--- src/rtl/kepler_bisection_solver_unit_macros.svh ---
// Assertion macros shared by the Kepler bisection solver RTL.
`ifndef KEPLER_BISECTION_SOLVER_UNIT_MACROS_SVH
`define KEPLER_BISECTION_SOLVER_UNIT_MACROS_SVH

// Same-cycle implication, checked on clk outside reset.
`define KBS_ASSERT_IMP(lbl, ante, cons, msg) \
	lbl: assert property (@(posedge clk) disable iff (!arst_n) (ante) |-> (cons)) \
		else $error(msg);

// Next-cycle implication, checked on clk outside reset.
`define KBS_ASSERT_NXT(lbl, ante, cons, msg) \
	lbl: assert property (@(posedge clk) disable iff (!arst_n) (ante) |=> (cons)) \
		else $error(msg);

`endif

--- src/rtl/kbs_pkg.sv ---
// Package: widths, fixed-point constants, arctangent table and item type of the solver.
package kbs_pkg;

	localparam int FRAC_W    = 32;
	localparam int ITERS     = 32;
	localparam int STAGES    = FRAC_W + 2;
	localparam int ECC_W     = 32;
	localparam int IN_W      = 48;
	localparam int OUT_W     = 35;
	localparam int OUT_BYTES = (OUT_W + 7) / 8;
	localparam int TDATA_W   = OUT_BYTES * 8;
	localparam int ANG_W     = FRAC_W + 4;
	localparam int R_W       = FRAC_W + 2;
	localparam int RED_W     = IN_W + 2;
	localparam int RED_STEPS = 15;
	localparam int MAG_W     = FRAC_W + 1;
	localparam int EH_W      = ECC_W / 2;
	localparam int PRD_W     = EH_W + MAG_W;

	localparam longint unsigned PI_Q60   = 64'h3243F6A8885A308D;
	localparam longint unsigned GAIN_Q62 = 64'd2800459870029452954;

	function automatic longint unsigned rnd_q(longint unsigned v, int s);
		return (v + (64'd1 << (s - 1))) >> s;
	endfunction

	// restoring long division, used only for elaboration-time constants
	function automatic longint unsigned udiv_q(longint unsigned num, longint unsigned den);
		longint unsigned q;
		longint unsigned rem;
		q = '0;
		rem = '0;
		for (int b = 63; b >= 0; b--) begin
			rem = {rem[62:0], num[b]};
			q = {q[62:0], 1'b0};
			if (rem >= den) begin
				rem = rem - den;
				q[0] = 1'b1;
			end
		end
		return q;
	endfunction

	// arctan(2^-i) at 2^-62 by its series; i == 0 gives pi/4
	function automatic longint unsigned atan_q62(int i);
		longint sum;
		longint unsigned term;
		int ex;
		int k;
		sum = 0;
		if (i == 0) begin
			return PI_Q60;
		end
		for (k = 0; k < 64; k++) begin
			ex = i * (2 * k + 1);
			if (ex <= 62) begin
				term = udiv_q(64'd1 << (62 - ex), 64'(2 * k + 1));
				if (k % 2 == 1) begin
					sum = sum - longint'(term);
				end else begin
					sum = sum + longint'(term);
				end
			end
		end
		return longint'(sum);
	endfunction

	typedef logic signed [ANG_W-1:0] ang_t;

	localparam longint unsigned PI_F      = rnd_q(PI_Q60, 60 - FRAC_W);
	localparam longint unsigned TWO_PI_F  = 2 * PI_F;
	localparam longint unsigned HALF_F    = rnd_q(PI_Q60, 61 - FRAC_W);
	localparam longint unsigned QUARTER_F = rnd_q(PI_Q60, 62 - FRAC_W);
	localparam longint unsigned GAIN_F    = rnd_q(GAIN_Q62, 62 - FRAC_W);

	localparam ang_t PI_A      = ang_t'(PI_F);
	localparam ang_t HALF_A    = ang_t'(HALF_F);
	localparam ang_t GAIN_A    = ang_t'(GAIN_F);
	localparam ang_t ONE_A     = ang_t'(64'd1 << FRAC_W);
	localparam ang_t NEG_ONE_A = -ONE_A;

	function automatic ang_t atan_f(int i);
		return ang_t'(rnd_q(atan_q62(i), 62 - FRAC_W));
	endfunction

	function automatic logic [FRAC_W-1:0] step_at(int it);
		return FRAC_W'(QUARTER_F >> it);
	endfunction

	typedef struct packed {
		logic [R_W-1:0] r;
		logic           flip;
		ang_t           est;
	} kbs_item_t;

endpackage

--- src/rtl/kbs_out.sv ---
// Output register with skid entry; applies the mirror sign and drives the result stream.
`include "kepler_bisection_solver_unit_macros.svh"

module kbs_out (
	input  logic                        clk,
	input  logic                        arst_n,
	input  logic                        in_valid,
	input  kbs_pkg::kbs_item_t          in_item,
	output logic                        en,
	output logic                        tvalid,
	input  logic                        tready,
	output logic [kbs_pkg::TDATA_W-1:0] tdata
);
	import kbs_pkg::*;

	kbs_pkg::ang_t    e_signed;
	logic [OUT_W-1:0] res;
	logic             main_v_q, skid_v_q;
	logic [OUT_W-1:0] main_q, skid_q;
	logic             load_in_main, load_in_skid, load_skid_main;

	assign e_signed = in_item.flip ? -in_item.est : in_item.est;
	assign res      = e_signed[OUT_W-1:0];

	// pipeline advances whenever the skid entry is free
	assign en             = !skid_v_q;
	assign load_skid_main = skid_v_q && tready;
	assign load_in_main   = !skid_v_q && in_valid && (!main_v_q || tready);
	assign load_in_skid   = !skid_v_q && in_valid && main_v_q && !tready;

	always_ff @(posedge clk or negedge arst_n) begin
		if (!arst_n) begin
			main_v_q <= 1'b0;
			skid_v_q <= 1'b0;
		end else begin
			if (load_skid_main) begin
				skid_v_q <= 1'b0;
			end else if (load_in_skid) begin
				skid_v_q <= 1'b1;
			end
			if (load_in_main) begin
				main_v_q <= 1'b1;
			end else if (!skid_v_q && tready) begin
				main_v_q <= 1'b0;
			end
		end
	end

	always_ff @(posedge clk) begin
		if (load_skid_main) begin
			main_q <= skid_q;
		end else if (load_in_main) begin
			main_q <= res;
		end
		if (load_in_skid) begin
			skid_q <= res;
		end
	end

	assign tvalid = main_v_q;
	assign tdata  = TDATA_W'(main_q);

	`KBS_ASSERT_IMP(a_skid_behind_main, skid_v_q, main_v_q, "skid entry held with empty output register")
	`KBS_ASSERT_NXT(a_skid_drains, skid_v_q && tready, main_v_q && !skid_v_q, "skid entry not moved on transfer")
	`KBS_ASSERT_IMP(a_no_double_load, load_in_main || load_in_skid, !(load_in_main && load_in_skid), "result loaded twice")

endmodule

--- config.mk ---
export PLATFORM = sky130hd
export DESIGN_NAME = kbs_out
export DESIGN_NICKNAME = d
export VERILOG_FILES = /design/src/rtl/kbs_pkg.sv /design/src/rtl/kbs_out.sv
export VERILOG_INCLUDE_DIRS = /design/src /design/src/rtl
export SDC_FILE = /design/constraint.sdc
export NUM_CORES = 1
export LEC_CHECK = 0
export BUFFER_PORTS_ARGS = -buffer_cell sky130_fd_sc_hd__buf_4
export CORE_ASPECT_RATIO = 2
export CORE_UTILIZATION = 53
export CTS_CLUSTER_DIAMETER = 150
export DETAILED_ROUTE_END_ITERATION = 6
export PLACE_DENSITY = 0.81
export SLEW_MARGIN = 0
export SYNTH_ARGS = -nofsm -noshare
export SYNTH_HDL_FRONTEND = slang
export SYNTH_SLANG_ARGS = --single-unit
--- constraint.sdc ---
create_clock -name clk -period 3.2 [get_ports clk]
set_input_delay 0.32 -clock clk [delete_from_list [all_inputs] [get_ports clk]]
set_output_delay 0.32 -clock clk [all_outputs]
set_load 0.05 [all_outputs]
### After elaboration in Yosys (flattened, before gate mapping)

Cells that the tools add are included.
Widths: inputs -> output; s select.

* word-level logic and storage cells: 25
* register bits after elaboration: 72
* output and inout port bits: 42

* multiplexer cells: 7
* reduce and logical (&&, ||, !) cells: 13
* $add $sub $neg: 1

Operators by type and width (count)
* $mux 35: 3
* $neg 35->35: 1
* $logic_and 1x1->1: 6
* $reduce_bool 2->1: 3
* $mux 1: 4
* $logic_not 1->1: 3
* $logic_or 1x1->1: 1

### Logic depth before layout (Yosys ltp)

* word-level depth: 6
* gate-level depth with buffers: 8
* depth with buffers taken out: 6

### Worst setup path after synthesis

No wires, ideal clock.

* path kind: flip-flop to flip-flop
* start point: reg main_v_q, in the netlist tvalid
* end point: reg main_q[0] (enable)
* arrival time: 2488 ps
* slack: 273 ps
* stages on the path, launching flop included: 4
* setup time: 439 ps
* clock period less this slack: 2927 ps
* path through: dfrtp_1 -> nor2_1 -> nor2_1 -> a21oi_1

* longest elaborated chain between the ends: 4

RTL lines
* start, declared: line kbs_out.sv:18 `logic main_v_q, skid_v_q;`
* start signal, assigned: line kbs_out.sv:33 `main_v_q <= 1'b0;`
* start signal, assigned: line kbs_out.sv:42 `main_v_q <= 1'b1;`
* start signal, assigned: line kbs_out.sv:44 `main_v_q <= 1'b0;`
* $logic_not 1->1: line kbs_out.sv:28 `assign load_in_main = !skid_v_q && in_valid && (!main_v_q || tready);`
* $logic_or 1x1->1: line kbs_out.sv:28
* $logic_and 1x1->1: line kbs_out.sv:28
* $reduce_bool 2->1 (no source line)
* end signal, assigned: line kbs_out.sv:51 `main_q <= skid_q;`
* end signal, assigned: line kbs_out.sv:53 `main_q <= res;`
* end, declared: line kbs_out.sv:19 `logic [OUT_W-1:0] main_q, skid_q;`

Every way passes these cells.
A chain may end at the register's enable or synchronous reset.

### Final worst setup path

* start point: in in_item[13] in the netlist's numbering
* end point: reg main_q[32] (data pin)

* longest elaborated chain between the ends: 4

RTL lines
* start, declared: line kbs_out.sv:8 `input kbs_pkg::kbs_item_t in_item,`
* $neg 35->35: line kbs_out.sv:22 `assign e_signed = in_item.flip ? -in_item.est : in_item.est;`
* $mux 35: line kbs_out.sv:22
* $mux 35: line kbs_out.sv:52 `end else if (load_in_main) begin`
* $mux 35: line kbs_out.sv:50 `if (load_skid_main) begin`

Every way passes these cells. The select of a mux whose other input is x is not followed.

==> impl_results.md <==
* Status: completed
* CP peak stage delay at a little under 800 ps
* H-tree Lvls at 3
* RR Endpoint: main_q[22]
* Post-Synth Adder-Cell Area at 0.003029
* Footprint of the multi-input gates at 1795 um^2
* Setup TNS at 0 ps
* Clk buf depth at 2
* Crit path DAT at 2610 ps
* Final slew viol count at 0
* Diodes inserted at 0
* Syn avg cell area at 10.84 um^2
* Area after DPL at between 4000 and 5000 um^2
* Max Freq at 413.4 MHz
* Post-synth top area share at 0.5089
* Inst Count DP at 530
* Crit-path slowest cell: or4_1
* Crit Path Max Fanout at 12
* Core area at approximately 7500 um^2
* Final instance area at 5019 um^2
* Core Rows at 45
* Crit path required time at approximately 3400 ps
* Max transition margin at 0.2190
* Worst reg-to-reg setup slack at 1080 ps
* Critical Path End: main_q[32]
* Origin of the worst setup path: in_item[13]
* Hold_buf cts at 1
* R2R cell count at 5
* Finished Layout Cells at 547
* CTS tree: done
* Pin count of the biggest net entering global routing at 43
* CP top delay family: simple AND/OR/NAND/NOR gates
* CTS Root Cell: clkbuf_16
* Crit path capture type: register
* Input/output buffers at 76
* Worst setup SP type: input pin
* I/O pin cnt at roughly 120
* Largest family of logic cells by synthesized area: simple AND/OR/NAND/NOR gates
* Via density at 6.386
* Slew @ Worst Pin at about 1200 ps
* RePlAce Congestion at 0.8067
* Final wirelength at 10.08 mm
* CTS buffer count at 9
* Via count at approximately 3500
* Global-route congestion overflow total at 0
* WP depth at 5
* Die W at 64.42 um
* Endpoints failing setup at 0
* Total clock sinks at 72
* Gr usage total at 0.2602
* Post_cts resized at 0
* Initial drt markers at 277
* Reg clk slew, reported paths at 60 ps
* Critical path cell sequence: buf_4 > or4_1 > or4_1 > or4_1 > nand3_1
* Mapped Cells at 381
* Min Tclk post-route at 2419 ps
* Mapped Area at ~4100 um^2
* Max-cap viol count at 0
* Final worst path period share at 0.7560
* Initial antenna violation count at 0
* Xor/xnor cell area share of the yosys netlist at 0.06786
* Async set or reset register ratio after synthesis at 0.02778
* Post-CTS setup buffers at 0
* Lkg Pwr at 0.001831 uW
* Die area at 8171 um^2
* Synth unique cells at around 50
* Layout fillers at around 620
* Post-DP HPWL at 6.729 mm
* Top cell by count, worst path: or4_1
* Seq/Total Area, Yosys at 0.5211
* Type of the worst setup path: in2reg
* Final Hold Fails at 0
* Worst VDD drop at 0.3019 mV
* Synthesized flop and latch total at a little over 70
* Pre-CTS setup slack at roughly 470 ps
* Synth area leaders: edfxtp_1, xnor2_1, or4_1
* DRC at 0
* R2r startpoint: skid_v_q
* Global-route wire length before repair at between 15 and 20 mm
* Average wire per standard cell at 18.43 um
* Die height at 126.8 um
* Fraction of layout cells with a size suffix above 1 at 0.2671
* Worst-skew pair later-pin latency at ~340 ps
* Total chip power at 2786 uW
* Mux contribution to synthesized area at 0.02999
* Worst path bufs/invs at 1
* Dominant synthesized flop cell: edfxtp_1
* Area added between synthesis and finish at 21.51%
* RSZ-0062 raised after global routing: no
* Synth warn at 0
* Routed Antenna Nets at 0
* HP Class: in2reg
* PnR worst setup slack at 780.8 ps
* Final worst clock skew at 4.489 ps
* Number of synthesized flops with an enable pin at 70
* Initial Util at 0.5474
* Post-synth top area cell: edfxtp_1
* Drt pass-1 iters at 5
* Synth Area in Compound Gates at 0.1309
* Nets at 524
* P per Cell Area at between 500 and 600 nW/um^2
* Number of global-route vias before repair at 3408
* Simple logic cell fraction of the synthesized area at 0.1957
* FF/Latch Area at 2152 um^2
[layout by cell type, fill, tap and decap left out, drive strengths merged, types with 8 or more instances in the layout]
cell	n
edfxtp	70
and3	15
a21oi	18
o21ai	16
or4	19
mux2	11
nor2	17
buf	86
o31ai	11
nor4	9
inv	9
clkbuf	9
nand4	8
nand2	16
xnor2	26
nor3	20
nand3	19
[power by group]
group          switching, uW  internal [uW]  total [uW]
Combinational            468            221         689
Sequential              28.8           1170        1200
Clock                    385            515         901
[metal layers]
metal,part of all wire,up-vias,wire (um),track usage
li1,-,1616,-,-
met5,0,-,0,0
met3,0.053,22,532,0.04856
met1,0.37,1710,3722,0.2949
met4,0.025,0,257,0.1320
met2,0.55,145,5569,0.4551
[logic make-up (layout without fill, tap and decap cells)]
group,count (synthesis),after routing
compound gates,77,77
simple gates,143,143
buf+inv,44,112
other cells,1,5
xor+xnor,32,32
mux,11,11
flops,72,72
fa+ha+maj,1,1
[how the worst min path moves through the flow]
stage	from	end	slack (ps)	cells past startpoint
6_report	in_item[0]	skid_q[0]	210	1
5_1_grt	in_item[0]	skid_q[0]	200	1
4_1_cts	in_item[0]	skid_q[0]	200	1
3_5_place_dp	arst_n	tvalid	100	1
3_3_place_gp	arst_n	tvalid	100	1
2_1_floorplan	arst_n	skid_v_q	20	0
[layout make-up]
type	count	share of cell area
flip-flops and latches	72	0.4288
inverters	9	0.006731
multi-input cells	269	0.3578
clock buffers	9	0.04488
well taps	94	0.02344
clock inverters	7	0.007729
repair buffers	87	0.1306
[worst reg2reg max path, delay by kind of cell, from the launching register on]
kind                   cells  cell delay [ps]
flip-flops                 1              420
AO/OA/AOI/OAI              2              260
AND/OR/NAND/NOR            2              750
buffers and inverters      1              410
[cells in the mapped netlist, types with 3 or more instances]
cell and count:
a2111o_1 4, a21oi_1 18, a221oi_1 7, and3_1 15, buf_1 3, buf_4 5, buf_6 3, clkbuf_1 22
edfxtp_1 70, inv_1 9, mux2_2 11, nand2_1 16, nand2b_1 3, nand3_1 19, nand3b_1 3, nand4_1 8
nor2_1 17, nor3_1 20, nor4_1 9, o2111ai_1 3, o21ai_0 16, o31ai_1 11, o41ai_1 4, or2_2 3
or3_1 5, or4_1 17, xnor2_1 26, xor2_1 6
[through the flow]
step,utilization,hold slack [ps]
finish,0.6652,205.4
global route,0.6652,200.5
CTS,0.6652,201.1
detailed placement,0.6289,102.6
global placement,0.6289,102.7
floorplan,-,24.41
[flip-flops by register name (all words and copies together), names as in the netlist]
name / cells
tvalid: 1
skid_q: 35
skid_v_q: 1
main_q: 35
No activity file was read; power rests on OpenSTA's default activity.
