===== src/rtl/kepler_bisection_solver_unit_macros.svh =====
// Assertion macros shared by the Kepler bisection solver RTL.
`ifndef KEPLER_BISECTION_SOLVER_UNIT_MACROS_SVH
`define KEPLER_BISECTION_SOLVER_UNIT_MACROS_SVH

// Same-cycle implication, checked on clk outside reset.
`define KBS_ASSERT_IMP(lbl, ante, cons, msg) \
	lbl: assert property (@(posedge clk) disable iff (!arst_n) (ante) |-> (cons)) \
		else $error(msg);

// Next-cycle implication, checked on clk outside reset.
`define KBS_ASSERT_NXT(lbl, ante, cons, msg) \
	lbl: assert property (@(posedge clk) disable iff (!arst_n) (ante) |=> (cons)) \
		else $error(msg);

`endif


===== src/rtl/kbs_pkg.sv =====
// Package: widths, fixed-point constants, arctangent table and item type of the solver.
package kbs_pkg;

	localparam int FRAC_W    = 32;
	localparam int ITERS     = 32;
	localparam int STAGES    = FRAC_W + 2;
	localparam int ECC_W     = 32;
	localparam int IN_W      = 48;
	localparam int OUT_W     = 35;
	localparam int OUT_BYTES = (OUT_W + 7) / 8;
	localparam int TDATA_W   = OUT_BYTES * 8;
	localparam int ANG_W     = FRAC_W + 4;
	localparam int R_W       = FRAC_W + 2;
	localparam int RED_W     = IN_W + 2;
	localparam int RED_STEPS = 15;
	localparam int MAG_W     = FRAC_W + 1;
	localparam int EH_W      = ECC_W / 2;
	localparam int PRD_W     = EH_W + MAG_W;

	localparam longint unsigned PI_Q60   = 64'h3243F6A8885A308D;
	localparam longint unsigned GAIN_Q62 = 64'd2800459870029452954;

	function automatic longint unsigned rnd_q(longint unsigned v, int s);
		return (v + (64'd1 << (s - 1))) >> s;
	endfunction

	// restoring long division, used only for elaboration-time constants
	function automatic longint unsigned udiv_q(longint unsigned num, longint unsigned den);
		longint unsigned q;
		longint unsigned rem;
		q = '0;
		rem = '0;
		for (int b = 63; b >= 0; b--) begin
			rem = {rem[62:0], num[b]};
			q = {q[62:0], 1'b0};
			if (rem >= den) begin
				rem = rem - den;
				q[0] = 1'b1;
			end
		end
		return q;
	endfunction

	// arctan(2^-i) at 2^-62 by its series; i == 0 gives pi/4
	function automatic longint unsigned atan_q62(int i);
		longint sum;
		longint unsigned term;
		int ex;
		int k;
		sum = 0;
		if (i == 0) begin
			return PI_Q60;
		end
		for (k = 0; k < 64; k++) begin
			ex = i * (2 * k + 1);
			if (ex <= 62) begin
				term = udiv_q(64'd1 << (62 - ex), 64'(2 * k + 1));
				if (k % 2 == 1) begin
					sum = sum - longint'(term);
				end else begin
					sum = sum + longint'(term);
				end
			end
		end
		return longint'(sum);
	endfunction

	typedef logic signed [ANG_W-1:0] ang_t;

	localparam longint unsigned PI_F      = rnd_q(PI_Q60, 60 - FRAC_W);
	localparam longint unsigned TWO_PI_F  = 2 * PI_F;
	localparam longint unsigned HALF_F    = rnd_q(PI_Q60, 61 - FRAC_W);
	localparam longint unsigned QUARTER_F = rnd_q(PI_Q60, 62 - FRAC_W);
	localparam longint unsigned GAIN_F    = rnd_q(GAIN_Q62, 62 - FRAC_W);

	localparam ang_t PI_A      = ang_t'(PI_F);
	localparam ang_t HALF_A    = ang_t'(HALF_F);
	localparam ang_t GAIN_A    = ang_t'(GAIN_F);
	localparam ang_t ONE_A     = ang_t'(64'd1 << FRAC_W);
	localparam ang_t NEG_ONE_A = -ONE_A;

	function automatic ang_t atan_f(int i);
		return ang_t'(rnd_q(atan_q62(i), 62 - FRAC_W));
	endfunction

	function automatic logic [FRAC_W-1:0] step_at(int it);
		return FRAC_W'(QUARTER_F >> it);
	endfunction

	typedef struct packed {
		logic [R_W-1:0] r;
		logic           flip;
		ang_t           est;
	} kbs_item_t;

endpackage


===== src/rtl/kbs_reduce.sv =====
// Mean anomaly reduction into [0, 2*pi) by shifted compare/subtract stages, then mirror.
module kbs_reduce (
	input  logic                      clk,
	input  logic                      arst_n,
	input  logic                      en,
	input  logic                      in_valid,
	input  logic [kbs_pkg::IN_W-1:0]  din,
	output logic                      out_valid,
	output kbs_pkg::kbs_item_t        out_item
);
	import kbs_pkg::*;

	localparam logic [RED_W-1:0] RED_OFF = RED_W'(TWO_PI_F << (RED_STEPS - 2));

	logic signed [RED_W-1:0] m_ext;
	logic        [RED_W-1:0] rem_s [0:RED_STEPS];
	logic                    v_s   [0:RED_STEPS];
	logic        [R_W:0]     rf;
	logic                    flip;
	logic                    fold_v_s1;
	kbs_item_t               fold_s1;

	// bias by a multiple of 2*pi so the floor modulo works on a positive value
	assign m_ext = RED_W'($signed(din));

	always_ff @(posedge clk or negedge arst_n) begin
		if (!arst_n) begin
			v_s[0] <= 1'b0;
		end else if (en) begin
			v_s[0] <= in_valid;
		end
	end

	always_ff @(posedge clk) begin
		if (en) begin
			rem_s[0] <= $unsigned(m_ext) + RED_OFF;
		end
	end

	for (genvar g = 0; g < RED_STEPS; g++) begin : g_sub
		localparam logic [RED_W-1:0] SUBV = RED_W'(TWO_PI_F << (RED_STEPS - 1 - g));

		always_ff @(posedge clk or negedge arst_n) begin
			if (!arst_n) begin
				v_s[g+1] <= 1'b0;
			end else if (en) begin
				v_s[g+1] <= v_s[g];
			end
		end

		always_ff @(posedge clk) begin
			if (en) begin
				rem_s[g+1] <= (rem_s[g] >= SUBV) ? rem_s[g] - SUBV : rem_s[g];
			end
		end
	end

	assign rf   = rem_s[RED_STEPS][R_W:0];
	assign flip = rf > (R_W+1)'(PI_F);

	always_ff @(posedge clk or negedge arst_n) begin
		if (!arst_n) begin
			fold_v_s1 <= 1'b0;
		end else if (en) begin
			fold_v_s1 <= v_s[RED_STEPS];
		end
	end

	always_ff @(posedge clk) begin
		if (en) begin
			fold_s1.flip <= flip;
			fold_s1.r    <= flip ? R_W'((R_W+1)'(TWO_PI_F) - rf) : R_W'(rf);
			fold_s1.est  <= HALF_A;
		end
	end

	assign out_valid = fold_v_s1;
	assign out_item  = fold_s1;

endmodule


===== config.mk =====
export PLATFORM = sky130hd
export DESIGN_NAME = kbs_reduce
export DESIGN_NICKNAME = d
export VERILOG_FILES = /design/src/rtl/kepler_bisection_solver_unit_macros.svh /design/src/rtl/kbs_pkg.sv /design/src/rtl/kbs_reduce.sv
export SDC_FILE = /design/constraint.sdc
export NUM_CORES = 1
export LEC_CHECK = 0
export BUFFER_PORTS_ARGS = -buffer_cell sky130_fd_sc_hd__buf_2
export CORE_UTILIZATION = 50
export DETAILED_ROUTE_END_ITERATION = 7
export PLACE_DENSITY = 0.69
export SLEW_MARGIN = 20
export SYNTH_ARGS = -nofsm -noshare
export SYNTH_HDL_FRONTEND = slang
export SYNTH_SLANG_ARGS = --single-unit

===== constraint.sdc =====
create_clock -name clk -period 3.1 [get_ports clk]
set_clock_uncertainty 0.1 [all_clocks]
set_input_delay 0 -clock clk [delete_from_list [all_inputs] [get_ports clk]]
set_output_delay 0 -clock clk [all_outputs]
set_load 0.02 [all_outputs]

[Word-level counts from Yosys, hierarchy flattened]
Memory sizes are Yosys's and may differ from the RTL's.
Cells that the tools add are included.
Storage, ports and cells
  register bits: 52
  latch bits: 0
  RAM bits: 800
  bits in read-only memories: 0
  input port bits: 52
  output and inout bits: 72
  logic and storage cells: 71
  memories: 1
Operators by class
  add/subtract/negate cells: 17
  $mul: 0
  div/mod/pow operators: 0
  magnitude comparators: 16
  eq/ne operators: 0
  shift-type cells: 0
  muxes and demuxes: 18
  bitwise gates (word level): 0
  reductions and logical operators: 0
Memories
  rem_s: depth 16, width 50, rd ports 16, clocked after Yosys merged registers in 0, write ports 16, RTL line kbs_reduce.sv:16  | logic [RED_W-1:0] rem_s [0:RED_STEPS];
Operators by type and width (count)
  50-bit 2-to-1 mux: 15
  48-bit by 49-bit adder with 50-bit output, second input constant: 1
  50-bit by 35-bit >= comparator with 1-bit output, second input constant: 1
  50-bit by 36-bit >= comparator with 1-bit output, second input constant: 1
  50-bit by 37-bit >= comparator with 1-bit output, second input constant: 1
  50-bit by 38-bit >= comparator with 1-bit output, second input constant: 1
  50-bit by 39-bit >= comparator with 1-bit output, second input constant: 1
  50-bit by 40-bit >= comparator with 1-bit output, second input constant: 1
  50-bit by 41-bit >= comparator with 1-bit output, second input constant: 1
  50-bit by 42-bit >= comparator with 1-bit output, second input constant: 1
  50-bit by 43-bit >= comparator with 1-bit output, second input constant: 1
  50-bit by 44-bit >= comparator with 1-bit output, second input constant: 1
  50-bit by 45-bit >= comparator with 1-bit output, second input constant: 1
  50-bit by 46-bit >= comparator with 1-bit output, second input constant: 1
  50-bit by 47-bit >= comparator with 1-bit output, second input constant: 1
  50-bit by 48-bit >= comparator with 1-bit output, second input constant: 1
  50-bit by 49-bit >= comparator with 1-bit output, second input constant: 1
  50-bit by 35-bit subtractor with 50-bit output, second input constant: 1
  50-bit by 36-bit subtractor with 50-bit output, second input constant: 1
  50-bit by 37-bit subtractor with 50-bit output, second input constant: 1
  50-bit by 38-bit subtractor with 50-bit output, second input constant: 1
  50-bit by 39-bit subtractor with 50-bit output, second input constant: 1
  50-bit by 40-bit subtractor with 50-bit output, second input constant: 1
  50-bit by 41-bit subtractor with 50-bit output, second input constant: 1
  12 further kinds: 13

[Logic depth before layout (Yosys ltp)]
Gate-level depths: netlist of the first run.
An unclocked memory read counts as a cell.
  depth in word-level cells: 3
  gate-level depth with buffers: 12
  depth with buffers taken out: 10

[Worst setup path after synthesis of the first run]
OpenSTA, ideal clock, no wires.
  path kind: register to register
  start: memory rem_s[1][42] (netlist name)
  end: memory rem_s[1][80] (netlist name) (data pin)
  setup time: 0.266 ns
  arrival: 2.643 ns
  required time: 2.734 ns
  slack: 0.091 ns
  cell stages (with the launch flop): 10
  buffers on the path: 2
  clock period less this slack: 3.009 ns
  cells stage by stage: edfxtp_1 > or4_4 > or4_4 > or4_1 > a21oi_2 > o31a_1 > buf_6 > buf_6 > nor3_1 > xor2_1
RTL lines (RTL line)
  start, declared: kbs_reduce.sv:16

==> key figures, run 1 <==
Outcome
  • Status: finished with violations
  • Failing checks: DRC, setup timing

Timing
  • Min Tclk post-route: 3.17 ns
  • Final period util: 102%
  • Worst-margin pin slew: 0.735 ns
  • Slew Limit Fails: 0
  • Setup TNS Final: -0.405 ns
  • Setup WS post-layout: -0.0723 ns
  • Final setup viols: 14
  • RSZ-0062 raised after global routing: yes
  • Fmax: 0.315 GHz
  • Slew margin rel.: 50.8%
  • Final Hold Fails: 0

Drt
  • Remaining routing DRC violations: 2
  • Detailed Route Iter0 Violations: 2,080
  • DR WL/cell: 17.9 um
  • Routed Antenna Nets: 0
  • DR vias/cell: 5.59
  • DR pass1 iterations: 8
  • Via count: 30,473
  • Routed WL: 97,500 um

Global route
  • First-pass GRT wire length: 155,000 um
  • Total track usage: 21.9%
  • Vias in the first global route: 30,088
  • Initial antenna violation count: 2
  • Remaining Overflow, GRT: 0
  • Largest net degree at the start of global routing: 107

Logic synthesis
  • Cells after Synth: 3,688
  • Synthesized cell area: 0.0431 mm2
  • Largest family of logic cells by synthesized area: simple AND/OR/NAND/NOR gates
  • EDFF count, synth: 819
  • Ys flop type: edfxtp_1
  • Post-synth ARST share: 2.03%
  • XOR/XNOR share of the synthesized area: 13.2%
  • Number of distinct library cells after synthesis: 91
  • Post-Synth Simple-Gate Area: 16.4%
  • Ys Warns: 0
  • Synth Register Bits: 836
  • Average size of a mapped cell: 11.7 um2
  • Seq/Total Area, Yosys: 58.1%
  • Compound-gate portion of the synthesized area: 8.96%
  • Proportion of synthesized area in mux cells: 0.520%
  • Synth Area in Adders: 0.726%

Final layout
  • Area growth syn-to-layout: 21.1%
  • Nets: 4,319
  • Final core occ: 61.2%
  • Commonest non-fill, non-tap cells in the layout: edfxtp_1 (819), xnor2_1 (379), nand2_1 (332), buf_4 (325), nor2_1 (288)
  • Final Non-Filler Cells: 5,452
  • Layout cells sized above 1: 17.9%
  • Commonest non-fill, non-tap cell in the layout: edfxtp_1

Power
  • Lkg Pwr: 19.0 nW
  • Sw frac: 31.3%
  • Combinational power share: 26.3%
  • Pwr dens: 763 mW/mm2
  • Sequential power share: 47.4%
  • Tot Pwr: 39.8 mW
  • Clk pwr share: 26.2%
  • Internal power: 27.4 mW
  • Peak VDD IR: 0.467 mV
  • Net switching power: 12.5 mW

Floorplan
  • Row cnt: 107
  • Die Area: 0.0873 mm2
  • Ports: 124
  • CORE AREA: 0.0853 mm2
  • Die width: 296 um
  • Initial core utilization: 50.5%
  • Die Ht: 296 um

Clock network
  • Maximum level of the CTS H-tree: 3
  • Clk_lat worst skew: 0.66 ns
  • Clock transition at path regs: 0.06 ns
  • Cts bufs inserted: 89
  • TritonCTS clock tree: built
  • Clock buffer depth: 3
  • CTS Sinks: 836
  • Clk root buf: clkbuf_16

Place
  • Dpl cells: 5,171
  • Final HPWL DP: 69,300 um
  • GP Congestion: 0.888
  • Port Buffers: 87

Min path
  • Worst hold path depth: 3
  • Hold wc startpoint: din[14]
  • Hold endpoint: rem_s[0][14]
  • Min-delay worst type: in2reg

Critical path
  • Crit-path max cell delay: 0.52 ns
  • CP bufs+invs: 1
  • RR Endpoint: rem_s[1][210]
  • Slowest cell on the critical path: or4_4
  • WS Path Type: reg2reg
  • Crit start category: register
  • Cells along the critical path: or3_4 > or4b_4 > or4_4 > a211oi_4 > o41a_4 > buf_12 > a21o_1 > or3_4 > xnor2_1
  • Crit-path most repeated cell: or3_4
  • R2R cell count: 9
  • Worst path top cell family by delay: simple AND/OR/NAND/NOR gates
  • R2r setup slk: -0.07 ns
  • Arrival time worst endpoint: 3.46 ns
  • Worst reg2reg path startpoint: rem_s[1][194]
  • Req. time, crit path: 3.39 ns
  • Critical path endpoint category: register
  • Critical path fanouts, max: 11

Flow run
  • Max-cap violation count: 0
-- repair_timing --
item / in CTS / in global routing
gates cloned: 0 / 3
endpoints found under the setup margin: 115 / 270
buffers inserted: 3 / 20
hold endpoints to repair: 227 / 0
gates resized for setup: 40 / 139
pin swaps: 9 / 45
hold buffers: 98 / 0
-- registers in the layout, indices dropped and copies added (netlist names) --
register / flops
v_s: 16
out_item: 35
out_valid: 1
rem_s: 784
-- logic make-up (layout without fill, tap and decap cells) --
group           Yosys count  after routing
simple gates           1373           1373
flops                   836            836
xor+xnor                649            649
mux                      20             20
buf+inv                 193            778
compound gates          590            590
fa+ha+maj                25             25
other cells               2             37
-- per-stage QoR --
| step | hold WS (ns) | area (um2) | worst slack, ns |
|---|---|---|---|
| 2_1_floorplan | -0.396 | 43200 | 0.0915 |
| 3_3_place_gp | -0.173 | 47300 | -0.349 |
| 3_5_place_dp | -0.167 | 47300 | -0.420 |
| 4_1_cts | 0.0403 | 51300 | -0.0614 |
| 5_1_grt | 0.0729 | 52200 | -0.165 |
| 6_report | 0.0955 | 52200 | -0.0723 |
-- cell usage after synthesis, types with 11 or more instances --
library cell | count | area [um2]
nand4_1 | 68 | 425
and3_1 | 32 | 200
nor3b_1 | 15 | 113
o21ai_0 | 140 | 701
buf_4 | 39 | 293
xor2_1 | 268 | 2350
nand3b_1 | 16 | 120
o31ai_1 | 39 | 293
inv_1 | 72 | 270
dfrtp_1 | 17 | 425
mux2_2 | 19 | 214
nor3_1 | 126 | 631
o211ai_1 | 23 | 173
a21boi_0 | 19 | 143
xnor2_1 | 381 | 3340
ha_1 | 25 | 313
clkbuf_1 | 58 | 218
or2_2 | 24 | 150
a21o_1 | 31 | 233
o311ai_0 | 11 | 96.3
edfxtp_1 | 819 | 24600
a31oi_1 | 32 | 200
o21a_1 | 29 | 218
nand2_1 | 342 | 1280
nand2b_1 | 41 | 257
nor2_1 | 305 | 1140
nor4b_1 | 28 | 245
nor2b_1 | 25 | 156
o31a_1 | 13 | 114
nand3_1 | 87 | 435
a211oi_1 | 17 | 128
a21oi_1 | 149 | 746
or3_1 | 52 | 325
or4_1 | 31 | 233
and2_1 | 31 | 194
nor4_1 | 92 | 576
nand4b_1 | 14 | 123
buf_2 | 16 | 80.1
-- worst reg2reg max path, delay by kind of cell, from the launching register on --
kind | cells | cell delay [ns]
flip-flops | 1 | 0.39
AND/OR/NAND/NOR | 4 | 1.55
XOR/XNOR | 1 | 0.05
AO/OA/AOI/OAI | 3 | 0.70
buffers and inverters | 1 | 0.14
-- worst max path at each step --
stage	to	slack (ns)	cells after the start	start
2_1_floorplan	rem_s[1][80]	0.09	9	rem_s[1][42]
3_3_place_gp	rem_s[0][346]	-0.35	9	rem_s[0][290]
3_5_place_dp	rem_s[0][346]	-0.42	9	rem_s[0][290]
4_1_cts	rem_s[1][210]	-0.06	9	rem_s[1][194]
5_1_grt	rem_s[1][210]	-0.16	9	rem_s[1][194]
6_report	rem_s[1][210]	-0.07	9	rem_s[1][194]
-- final cells by class --
cell class	count	area, um2
inverters	72	270
diodes	1	2.50
clock buffers	113	2360
well taps	1144	1430
fillers	6655	33100
repair buffers	550	4580
flip-flops and latches	836	25000
multi-input cells	2693	18000
clock inverters	43	490
-- layer usage --
metal / GRT usage, % / routed length (um) / vias up / part of all wire [%]
met4: 7.43 / 3060 / 0 / 3.1
met2: 40.3 / 51300 / 689 / 53
met1: 26.3 / 39500 / 14834 / 41
met3: 2.89 / 3670 / 232 / 3.8
met5: 0 / 0 / - / 0
li1: - / - / 14718 / -
-- power by group through the flow --
stage | Clock [mW] | Sequential [mW] | Combinational (mW)
6_report | 10.4 | 18.9 | 10.5
5_1_grt | 11.0 | 19.2 | 11.6
4_1_cts | 10.6 | 18.8 | 10.2
3_5_place_dp | 0 | 19.0 | 9.96
3_3_place_gp | 0 | 19.0 | 9.80
2_1_floorplan | 0 | 18.5 | 6.56
Power figures use the tool's default switching activity.
==> run 2: changes to the inputs <==
--- a/config.mk
+++ b/config.mk
@@ -6,9 +6,12 @@
 export NUM_CORES = 1
 export LEC_CHECK = 0
 export BUFFER_PORTS_ARGS = -buffer_cell sky130_fd_sc_hd__buf_2
-export CORE_UTILIZATION = 50
+export CELL_PAD_IN_SITES_DETAIL_PLACEMENT = 1
+export CELL_PAD_IN_SITES_GLOBAL_PLACEMENT = 2
+export CORE_MARGIN = 2
+export CORE_UTILIZATION = 39
 export DETAILED_ROUTE_END_ITERATION = 7
-export PLACE_DENSITY = 0.69
+export PLACE_DENSITY_LB_ADDON = 0.1
 export SLEW_MARGIN = 20
 export SYNTH_ARGS = -nofsm -noshare
 export SYNTH_HDL_FRONTEND = slang
==> run 2 against run 1 <==
Effect of this change: the run ends with setup timing left; largest power group unchanged; flip-flop and latch count unchanged; highest routed layer unchanged; setup slack improved by 0.029 ns; global-route usage decreased by 2.0 points; first-iteration DRC count decreased by 25%.
==> key figures, run 2 (same netlist as run 1, synthesis figures left out) <==
Global route
  • Routing usage on met2: 35.9% (was 40.3%)
  • Met1 Usage GRT: 25.4% (was 26.3%)
  • Remaining Overflow, GRT: 0 (unchanged)
  • Met3 global-route usage: 2.55% (was 2.89%)
  • GRT Max-Usage Layer: met2 (unchanged)
  • First-pass GRT wire length: 182,000 um (was 155,000 um)
  • Initial antenna violation count: 0 (was 2)
  • Total track usage: 20.0% (was 21.9%)
  • Largest net degree at the start of global routing: 82 (was 107)
  • Vias in the first global route: 32,636 (was 30,088)

Drt
  • DR vias/cell: 5.27 (was 5.59)
  • Detailed Route Iter0 Violations: 1,551 (was 2,080)
  • Routed WL: 114,000 um (was 97,500 um)
  • DR WL/cell: 19.4 um (was 17.9 um)
  • Remaining routing DRC violations: 0 (was 2)
  • Via count: 30,939 (was 30,473)
  • Routed Antenna Nets: 0 (unchanged)
  • DR pass1 iterations: 4 (was 8)

Final layout
  • FILL cells: 11,461 (was 6,655)
  • Final Non-Filler Cells: 5,875 (was 5,452)
  • Final core occ: 49.6% (was 61.2%)
  • Largest register FFs: 784 (unchanged)
  • Layout cells sized above 1: 21.3% (was 17.9%)
  • Area growth syn-to-layout: 25.6% (was 21.1%)
  • Commonest non-fill, non-tap cell in the layout: edfxtp_1 (unchanged)
  • Reg with most FFs: rem_s (unchanged)
  • Ant. Diodes: 0 (was 1)
  • Nets: 4,400 (was 4,319)
  • Commonest non-fill, non-tap cells in the layout: edfxtp_1 (819), buf_4 (389), xnor2_1 (371), nand2_1 (323), nor2_1 (285) (was edfxtp_1 (819), xnor2_1 (379), nand2_1 (332), buf_4 (325), nor2_1 (288))

Floorplan
  • Die Area: 0.113 mm2 (was 0.0873 mm2)
  • Die Ht: 336 um (was 296 um)
  • Row cnt: 121 (was 107)
  • Ports: 124 (unchanged)
  • CORE AREA: 0.109 mm2 (was 0.0853 mm2)
  • Initial core utilization: 39.5% (was 50.5%)
  • Die width: 336 um (was 296 um)

Critical path
  • RR Endpoint: rem_s[1][228] (was rem_s[1][210])
  • Arrival time worst endpoint: 3.46 ns (about the same)
  • Crit-path max cell delay: 0.51 ns (was 0.52 ns)
  • WS Path Type: reg2reg (unchanged)
  • Slowest cell on the critical path: or4b_4 (was or4_4)
  • Critical path fanouts, max: 7 (was 11)
  • CP bufs+invs: 1 (unchanged)
  • R2r setup slk: -0.04 ns (was -0.07 ns)
  • Worst reg2reg path startpoint: rem_s[1][194] (unchanged)
  • Crit start category: register (unchanged)
  • Cells along the critical path: or3_4 > or4b_4 > or4_4 > a211oi_4 > o41ai_4 > clkbuf_16 > o21ai_4 > nor3_2 > xor2_1 (was or3_4 > or4b_4 > or4_4 > a211oi_4 > o41a_4 > buf_12 > a21o_1 > or3_4 > xnor2_1)
  • Critical path endpoint category: register (unchanged)
  • R2R cell count: 9 (unchanged)
  • Req. time, crit path: 3.41 ns (was 3.39 ns)
  • Worst path top cell family by delay: simple AND/OR/NAND/NOR gates (unchanged)

Timing
  • RSZ-0062 raised after global routing: yes (unchanged)
  • Final Hold Fails: 0 (unchanged)
  • Min Tclk post-route: 3.14 ns (was 3.17 ns)
  • Hold_ws: 0.107 ns (was 0.0955 ns)
  • Worst-margin pin slew: 0.848 ns (was 0.735 ns)
  • Slew margin rel.: 43.0% (was 50.8%)
  • Setup WS post-layout: -0.0429 ns (was -0.0723 ns)
  • Final setup viols: 31 (was 14)
  • Final period util: 101% (was 102%)
  • Slew Limit Fails: 0 (unchanged)
  • Fmax: 0.318 GHz (was 0.315 GHz)

Place
  • GP Congestion: 0.847 (was 0.888)
  • Final HPWL DP: 84,200 um (was 69,300 um)
  • Pre-CTS setup slack: -0.432 ns (was -0.420 ns)
  • Dpl cells: 5,558 (was 5,171)
  • Port Buffers: 87 (unchanged)

Min path
  • Min-delay worst type: in2reg (unchanged)
  • Hold wc startpoint: din[14] (unchanged)
  • Worst hold path depth: 3 (unchanged)
  • Hold endpoint: rem_s[0][15] (was rem_s[0][14])

Power
  • Tot Pwr: 42.2 mW (was 39.8 mW)
  • Pwr dens: 780 mW/mm2 (was 763 mW/mm2)
  • Net switching power: 13.4 mW (was 12.5 mW)
  • Sw frac: 31.7% (was 31.3%)
  • Peak VDD IR: 0.508 mV (was 0.467 mV)
  • Sequential power share: 45.0% (was 47.4%)
  • Clk pwr share: 28.3% (was 26.2%)
  • Internal power: 28.8 mW (was 27.4 mW)
  • Combinational power share: 26.7% (was 26.3%)
  • Lkg Pwr: 19.8 nW (was 19.0 nW)

Clock network
  • Clock buffer depth: 3 (unchanged)
  • Clock transition at path regs: 0.06 ns (about the same)
  • Cts bufs inserted: 95 (was 89)
  • Maximum level of the CTS H-tree: 3 (unchanged)
  • TritonCTS clock tree: built (unchanged)
  • Clk root buf: clkbuf_16 (unchanged)
  • Clk_lat worst skew: 0.69 ns (was 0.66 ns)
  • CTS Sinks: 836 (unchanged)

Outcome
  • Failing checks: setup timing (was DRC, setup timing)
  • Status: finished with violations (unchanged)

Flow run
  • Max-cap violation count: 0 (unchanged)
## run 2: cell count changes in the layout (fill, tap and decap cells not counted), moves of 10 or more
cell,delta
buf_4,+64
nor4_1,-12
bufinv_16,+10
clkinv_2,+10
## run 2: worst register-to-register path, delay by kind of cell (launching register included)
kind | cells | cell delay (ns)
AO/OA/AOI/OAI | 3 | 0.62
XOR/XNOR | 1 | 0.15
buffers and inverters | 1 | 0.21
AND/OR/NAND/NOR | 4 | 1.44
flip-flops | 1 | 0.39
## run 2: layout make-up
cell class,count,area (um2),share of cell area (%)
clock buffer,108,2490,4.60
clock inverter,65,837,1.55
inverter,72,270,0.499
multi-input combinational,2693,18400,34.1
sequential,836,25000,46.2
tap,1476,1850,3.41
timing repair buffer,625,5220,9.65
## run 2: stage by stage
| step | setup TNS [ns] | instance area (um2) |
|---|---|---|
| floorplan | 0 | 43200 |
| global route | -5.40 | 54100 |
| CTS | -0.489 | 52900 |
| detailed placement | -22.77 | 48100 |
| finish | -0.587 | 54100 |
| global placement | -15.28 | 48100 |
## run 2: worst max path at each step
stage,start,end,slack [ns],cells past startpoint
after floorplan,rem_s[1][42],rem_s[1][80],0.09,9
after global placement,rem_s[1][52],rem_s[1][112],-0.46,11
after detailed placement,rem_s[1][52],rem_s[1][112],-0.43,11
after CTS,rem_s[1][194],rem_s[1][223],-0.07,9
after global routing,rem_s[1][194],rem_s[1][210],-0.12,9
final,rem_s[1][194],rem_s[1][228],-0.04,9
## run 2: timing repair
action	in CTS	in global routing
pin swaps	18	53
hold endpoints to repair	168	0
cloned	0	4
setup endpoints to repair	202	310
buffers inserted	18	31
hold buffers	94	0
gates resized for setup	75	199
## run 2: power by group through the flow
stage	Sequential, mW	Combinational (mW)	Clock [mW]
floorplan	18.5	6.56	0
global placement	19.1	10.4	0
detailed placement	19.2	10.6	0
CTS	19.0	10.9	12.3
global route	19.4	12.5	12.7
finish	19.0	11.3	12.0
## run 2: layer usage
metal,part of all wire (%),routed length (um)
met1,44,49900
met3,2.7,3110
met2,52,58900
met5,0,0
met4,1.7,1890
